<file path="config.mk">
export PLATFORM = sky130hd
export DESIGN_NAME = mtg_alu
export DESIGN_NICKNAME = d
export VERILOG_FILES = /design/src/rtl/core/assert_macros.svh /design/src/rtl/core/mtg_pkg.sv /design/src/rtl/core/mtg_alu.sv
export SDC_FILE = /design/constraint.sdc
export NUM_CORES = 1
export LEC_CHECK = 0
export ABC_AREA = 1
export BUFFER_PORTS_ARGS = -buffer_cell sky130_fd_sc_hd__buf_2
export CAP_MARGIN = 20
export CORE_AREA = 2 2 223 225
export DETAILED_ROUTE_END_ITERATION = 12
export DIE_AREA = 0 0 225 227
export PLACE_DENSITY = 0.45
export SYNTH_ARGS = -nofsm -noshare
export SYNTH_HDL_FRONTEND = slang
export SYNTH_SLANG_ARGS = --single-unit
</file>
<file path="constraint.sdc">
create_clock -name vclk -period 8.65
set_input_delay 0.4325 -clock vclk [all_inputs]
set_output_delay 0.4325 -clock vclk [all_outputs]
set_load 0.01 [all_outputs]
</file>
<file path="src/rtl/core/assert_macros.svh">
//------------------------------------------------------------------------------
// assert_macros.svh
// Shared concurrent assertion macros for the generator RTL.
//------------------------------------------------------------------------------
`ifndef ASSERT_MACROS_SVH
`define ASSERT_MACROS_SVH

// condition must hold at every clock edge out of reset
`define ASSERT_ALWAYS(label, clk, rst_n, cond) \
    label: assert property (@(posedge clk) disable iff (!rst_n) (cond)) \
        else $error("assertion failed: invariant");

// antecedent implies consequent in the same cycle
`define ASSERT_IMPL(label, clk, rst_n, ante, cons) \
    label: assert property (@(posedge clk) disable iff (!rst_n) (ante) |-> (cons)) \
        else $error("assertion failed: same-cycle implication");

// antecedent implies consequent in the next cycle
`define ASSERT_NEXT(label, clk, rst_n, ante, cons) \
    label: assert property (@(posedge clk) disable iff (!rst_n) (ante) |=> (cons)) \
        else $error("assertion failed: next-cycle implication");

`endif

</file>
<file path="src/rtl/core/mtg_pkg.sv">
//------------------------------------------------------------------------------
// mtg_pkg
// Constants, unit opcodes and request type for the MT19937 generator.
//------------------------------------------------------------------------------
package mtg_pkg;

    // state geometry
    localparam int STATE_WORDS  = 624;
    localparam int TWIST_OFFSET = 397;
    localparam int WORD_W       = 32;
    localparam int IDX_W        = $clog2(STATE_WORDS);

    // recurrence and tempering constants
    localparam logic [WORD_W-1:0] SEED_MULT    = 32'd1812433253;
    localparam logic [WORD_W-1:0] TWIST_MATRIX = 32'h9908_B0DF;
    localparam logic [WORD_W-1:0] TEMPER_B     = 32'h9D2C_5680;
    localparam logic [WORD_W-1:0] TEMPER_C     = 32'hEFC6_0000;
    localparam logic [WORD_W-1:0] HIGH_BIT     = 32'h8000_0000;
    localparam logic [WORD_W-1:0] LOW_BITS     = 32'h7FFF_FFFF;

    // shared unit operations
    typedef logic [1:0] t_alu_op;
    localparam t_alu_op ALU_MULT   = 2'd0;
    localparam t_alu_op ALU_ADD    = 2'd1;
    localparam t_alu_op ALU_TWIST  = 2'd2;
    localparam t_alu_op ALU_TEMPER = 2'd3;

    // request to the shared unit
    typedef struct packed {
        t_alu_op           op;
        logic [WORD_W-1:0] a;
        logic [WORD_W-1:0] b;
        logic [WORD_W-1:0] c;
    } t_alu_req;

endpackage

</file>
<file path="src/rtl/core/mtg_alu.sv">
//------------------------------------------------------------------------------
// mtg_alu
// Shared arithmetic unit: seed multiply, add, one-word twist and tempering.
//------------------------------------------------------------------------------
module mtg_alu (
    input  mtg_pkg::t_alu_req            i_req,
    output logic [mtg_pkg::WORD_W-1:0]   o_res
);
    import mtg_pkg::*;

    logic [WORD_W-1:0] w_mix;
    logic [WORD_W-1:0] w_y;
    logic [WORD_W-1:0] w_t0;
    logic [WORD_W-1:0] w_t1;
    logic [WORD_W-1:0] w_t2;

    // operand shaping for seed and twist
    assign w_mix = i_req.a ^ (i_req.a >> 30);
    assign w_y   = (i_req.a & HIGH_BIT) | (i_req.b & LOW_BITS);

    // tempering chain
    assign w_t0 = i_req.a ^ (i_req.a >> 11);
    assign w_t1 = w_t0 ^ ((w_t0 << 7) & TEMPER_B);
    assign w_t2 = w_t1 ^ ((w_t1 << 15) & TEMPER_C);

    // result select
    always_comb begin
        case (i_req.op)
            ALU_MULT:   o_res = w_mix * SEED_MULT;
            ALU_ADD:    o_res = i_req.a + i_req.b;
            ALU_TWIST:  o_res = i_req.c ^ (w_y >> 1) ^ (w_y[0] ? TWIST_MATRIX : '0);
            ALU_TEMPER: o_res = w_t2 ^ (w_t2 >> 18);
            default:    o_res = '0;
        endcase
    end

endmodule

</file>
==> impl_metrics.env, run 1 <==
export IMPL_status="finished, final reports clean"
export IMPL_finalWirelength_um=46500
export IMPL_setup_tns_ns=0
export IMPL_wl_per_cell_um=19.3
export IMPL_seq_cell_count=0
export IMPL_numPortBuffers=130
export IMPL_drc_errors=0
export IMPL_nFillCells=5351
export IMPL_cpMostUsedCell="inv_1"
export IMPL_dieArea_um2=51100
export IMPL_grt_overflow_total=0
export IMPL_min_path_type="input port to output pin"
export IMPL_syn_area_um2=12100
export IMPL_finalSetupViolations=0
export IMPL_clock_buffers=0
export IMPL_rsz0062_at_grt="no"
export IMPL_worstSetupStartpointType="input port"
export IMPL_required_ns=8.22
export IMPL_antenna_found_initial=1
export IMPL_dpl_hpwl_um=39800
export IMPL_finalMaxSlewViolations=0
export IMPL_grt_pass1_vias=11600
export IMPL_maxCapViolations=0
export IMPL_coreArea_um2=48500
export IMPL_ant_nets=0
export IMPL_ios=130
export IMPL_grt_max_degree=33
export IMPL_drt_iter0_drc=726
export IMPL_routabilityCongestion=0.930
export IMPL_ys_seq_area_share_pct=0
export IMPL_crit_type="input port to output pin"
export IMPL_critical_path_max_stage_delay_ns=0.50
export IMPL_yosys_warnings=0
export IMPL_syn_nets=2156
export IMPL_whs_path_depth=5
export IMPL_min_period_ns=7.25
export IMPL_cp_arrival_ns=6.82
export IMPL_vias=11300
export IMPL_layout_drive_gt1_share_pct=10.4
export IMPL_die_w_um=225
export IMPL_grt_total_usage_pct=18.2
export IMPL_ys_types=42
export IMPL_worst_pin_slew_ns=1.07
export IMPL_cts_repair_resized=0
export IMPL_slowest_stage="fa_1"
export IMPL_timing_fmax_ghz=0.138
export IMPL_start_util_pct=24.9
export IMPL_syn2layout_area_growth_pct=11.5
export IMPL_cp_max_fo=9
export IMPL_finalNetCount=2277
export IMPL_hold_buffers=0
export IMPL_end_kind="output pin"
export IMPL_finalHoldViolations=0
export IMPL_regArea_um2=0
export IMPL_max_slew_margin_pct=28.5
export IMPL_syn_area_per_cell_um2=7.24
export IMPL_drtPass1Iterations=6
export IMPL_syn_instance_count=1671
export IMPL_post_cts_repair_setup_buffers=0
export IMPL_viasPerCell=4.69
export IMPL_fp_row_count=81
export IMPL_grt_pass1_wl_um=69500
export IMPL_die_h_um=227
export IMPL_timing_final_crit_share_pct=83.8
[cell usage after synthesis, drive strengths merged]
library cell	n	area share (%)
a21boi	3	0.19
a21o	6	0.37
a21oi	82	3.5
a221oi	1	0.072
a31oi	2	0.10
and2	1	0.052
buf	3	0.20
clkbuf	11	0.34
clkinv	1	0.031
fa	147	24
ha	240	25
inv	373	12
nand2	305	9.5
nand3	106	4.6
nand3b	14	0.87
nand4	19	0.98
nor2	103	3.2
nor3	16	0.74
nor4	1	0.052
o2111ai	13	0.94
o211ai	4	0.29
o21a	3	0.19
o21ai	72	3.0
o21bai	8	0.50
o22ai	3	0.16
o31ai	1	0.062
or2	33	1.7
xnor2	65	5.1
xor2	35	2.5
[worst max-delay path, delay by kind of cell]
family	cells	cell delay, ns
xor gates and xnor gates	3	0.89
adders and majority gates	9	3.45
buffers and inverters	8	0.79
and+or+nand+nor	8	1.24
[area by class of cell]
type | count | area (um^2) | share of cell area, %
well taps | 622 | 778 | 5.77
inverters | 374 | 1400 | 10.4
repair buffers | 133 | 673 | 4.99
multi-input cells | 1283 | 10600 | 78.8
diodes | 1 | 2.50 | 0.0186
[final timing paths]
kind	from	endpoint	slack (ns)
setup / recovery	i_req[95]	o_res[24]	1.40
hold / removal	i_req[9]	o_res[9]	1.28
[layer usage]
layer  part of all wire, %  vias to the layer above  GRT usage [%]
met5                     0                        -              0
met2                    48                      277           32.4
li1                      -                     5546              -
met1                    46                     5452           24.7
met4                   1.7                        0           2.73
met3                   4.5                       36           1.19
[metrics by stage]
stage	hold slack (ns)	cell area, um^2	instances	utilization (%)	worst slack [ns]
CTS	1.29	13500	2412	27.8	1.39
floorplan	1.09	12100	1671	-	2.33
detailed placement	1.28	13500	2412	27.8	1.40
finish	1.28	13500	2413	27.8	1.40
global route	1.32	13500	2412	27.8	0.984
global placement	1.30	13500	2412	27.8	1.46
[cells by family after synthesis]
logic type / Yosys count / synth area share (%)
AO/OA/AOI/OAI: 198 / 9.36
adder cells (fa/ha/maj): 387 / 49.2
XOR/XNOR: 100 / 7.61
AND/OR/NAND/NOR: 598 / 21.7
buffers and inverters: 388 / 12.1
[cells in the final DEF (no fill, tap or decap), drive strengths merged, types with 35 or more instances in the layout]
cell type  instances
inv              373
nand2            305
ha               240
fa               147
buf              133
nand3            106
nor2             103
a21oi             82
o21ai             72
xnor2             65
xor2              35
==> run 2, diff against run 1 <==
--- a/config.mk
+++ b/config.mk
@@ -5,13 +5,13 @@
 export SDC_FILE = /design/constraint.sdc
 export NUM_CORES = 1
 export LEC_CHECK = 0
-export ABC_AREA = 1
+export ABC_AREA = 0
 export BUFFER_PORTS_ARGS = -buffer_cell sky130_fd_sc_hd__buf_2
 export CAP_MARGIN = 20
-export CORE_AREA = 2 2 223 225
+export CORE_AREA = 2 2 211 213
 export DETAILED_ROUTE_END_ITERATION = 12
-export DIE_AREA = 0 0 225 227
-export PLACE_DENSITY = 0.45
+export DIE_AREA = 0 0 213 215
+export PLACE_DENSITY = 0.46
 export SYNTH_ARGS = -nofsm -noshare
 export SYNTH_HDL_FRONTEND = slang
 export SYNTH_SLANG_ARGS = --single-unit
==> constraint.sdc (replaced) <==
create_clock -name vclk -period 7.33
set_input_delay 0.3665 -clock vclk [all_inputs]
set_output_delay 0.3665 -clock vclk [all_outputs]
set_load 0.01 [all_outputs]
==> run 2 against run 1 <==
Effect of this change: via count is 22% lower; final area is 8.0% lower; clock-buffer cell count stayed put; non-clock buffer count is 33 higher; sequential cell count stayed put; first-iteration DRC count is 37% lower; sequential share of layout area stayed put; wire length is 19% lower; synthesized cell count is 30% lower; area after synthesis is 11% lower; global-route usage is 1.7 points lower; critical endpoint is now o_res[31].
==> impl_metrics.env, run 2 <==
export IMPL_die_h_um=215
export IMPL_syn2layout_area_growth_pct=15.3
export IMPL_syn_nets=1649
export IMPL_pre_cts_ws_ns=0.109
export IMPL_grt_max_degree=49
export IMPL_setup_tns_ns=0
export IMPL_cp_arrival_ns=6.77
export IMPL_finalHoldViolations=0
export IMPL_worst_pin_slew_ns=1.11
export IMPL_viasPerCell=4.61
export IMPL_drt_iter0_drc=459
export IMPL_dpl_hpwl_um=33100
export IMPL_synth_top_cell_area_share_pct=27.9
export IMPL_drtPass1Iterations=5
export IMPL_synth_most_common_cell="inv_1"
export IMPL_min_period_ns=7.14
export IMPL_nFillCells=4747
export IMPL_ys_seq_area_share_pct=0
export IMPL_post_cts_repair_setup_buffers=0
export IMPL_grt_pass1_vias=9260
export IMPL_numPortBuffers=130
export IMPL_finalNetCount=1800
export IMPL_ys_types=59
export IMPL_clock_buffers=0
export IMPL_grt_pass1_wl_um=56400
export IMPL_fin_util_pct=28.4
export IMPL_vias=8777
export IMPL_layout_cells_most_common="inv_1"
export IMPL_die_w_um=213
export IMPL_start_util_pct=24.6
export IMPL_ios=130
export IMPL_ant_nets=0
export IMPL_syn_instance_count=1164
export IMPL_synth_area_leaders="ha_1 (28%), fa_1 (27%), xnor2_1 (9.9%)"
export IMPL_grt_total_usage_pct=16.5
export IMPL_crit_type="input port to output pin"
export IMPL_regArea_um2=0
export IMPL_syn_area_per_cell_um2=9.24
export IMPL_final_cell_mix="inv_1 (241), ha_1 (239), fa_1 (144)"
export IMPL_setup_ws_ns=0.195
export IMPL_grt_overflow_total=0
export IMPL_hold_slack_ns=1.22
export IMPL_layout_drive_gt1_share_pct=15.6
export IMPL_timing_fmax_ghz=0.140
export IMPL_synth_top_cell_by_area="ha_1"
export IMPL_antenna_found_initial=3
export IMPL_end_kind="output pin"
export IMPL_fp_row_count=77
export IMPL_yosys_warnings=0
export IMPL_antennaDiodeCount=0
export IMPL_finalMaxSlewViolations=0
export IMPL_coreArea_um2=43600
export IMPL_status="finished, final reports clean"
export IMPL_dieArea_um2=45800
export IMPL_min_path_type="input port to output pin"
export IMPL_finalSetupViolations=0
export IMPL_worstSetupStartpointType="input port"
export IMPL_rsz0062_at_grt="no"
export IMPL_cp_max_fo=6
export IMPL_max_slew_margin_pct=25.9
export IMPL_syn_area_um2=10800
export IMPL_drc_errors=0
export IMPL_seq_cell_count=0
export IMPL_required_ns=6.96
export IMPL_timing_final_crit_share_pct=97.3
export IMPL_routabilityCongestion=0.925
export IMPL_finalWirelength_um=37700
export IMPL_wl_per_cell_um=19.8
export IMPL_yosys_top_cells_count="inv_1 (241), ha_1 (240), fa_1 (147)"
export IMPL_maxCapViolations=0
-- run 2: cell count changes after synthesis, sizes merged, moves of 17 or more --
cell	before	now
nor2	103	40
xnor2	65	121
o21ai	72	39
or2	33	1
inv	373	242
nand3	106	7
nand2	305	33
nand4	19	2
a21oi	82	55
xor2	35	67
-- run 2: final cells by class --
class              instances  area (um^2)  share of cell area [%]
well taps                592          741                    5.97
inverters                242          908                    7.32
multi-input cells        905         9830                    79.2
repair buffers           166          927                    7.47
-- run 2: worst paths after layout --
path	startpoint	slack, ns	depth (start not counted)	endpoint
max	i_req[81]	0.19	24	o_res[31]
min	i_req[25]	1.22	5	o_res[25]
-- run 2: worst max-delay path: stages --
cell and delay, ns:
clkbuf_4 0.17, ha_1 0.31, ha_1 0.32, fa_1 0.50
inv_1 0.05, fa_1 0.47, inv_1 0.06, fa_1 0.54
fa_2 0.44, fa_1 0.48, inv_1 0.05, fa_1 0.47
inv_1 0.04, ha_1 0.31, and3_1 0.22, a221o_1 0.36
a31oi_2 0.20, o21ai_1 0.12, a211o_1 0.29, a31o_2 0.25
a21oi_2 0.19, xnor2_1 0.10, a211oi_2 0.27, buf_2 0.18
-- run 2: through the flow --
stage | cells | instance area [um^2]
finish | 1905 | 12400
global route | 1905 | 12400
CTS | 1905 | 12400
detailed placement | 1905 | 12400
global placement | 1905 | 12400
floorplan | 1164 | 10800
-- run 2: layer usage --
layer | GRT usage, % | vias to the layer above | share of wire, %
met1 | 24.1 | 4393 | 49
li1 | - | 4147 | -
met3 | 1.26 | 24 | 4.1
met2 | 27.2 | 209 | 45
met4 | 1.84 | 4 | 1.2
met5 | 0 | - | 0.058
-- run 2: logic make-up (layout without fill, tap and decap cells) --
kind of cell,Yosys count,after routing,share of synthesized area [%]
compound gates,182,182,11.2
simple gates,130,130,5.75
mux,18,18,3.44
buf+inv,259,408,9.05
xor+xnor,188,188,15.3
fa+ha+maj,387,387,55.3
-- run 2: timing repair --
item | in CTS | in global routing
setup endpoints to repair | 0 | 4
resized for setup | 0 | 12
hold buffers | 0 | 0
Power of run 2 is left out: the tool's default activity adds up to more than one toggle a clock period on the data nets, which glitch-free logic cannot reach.
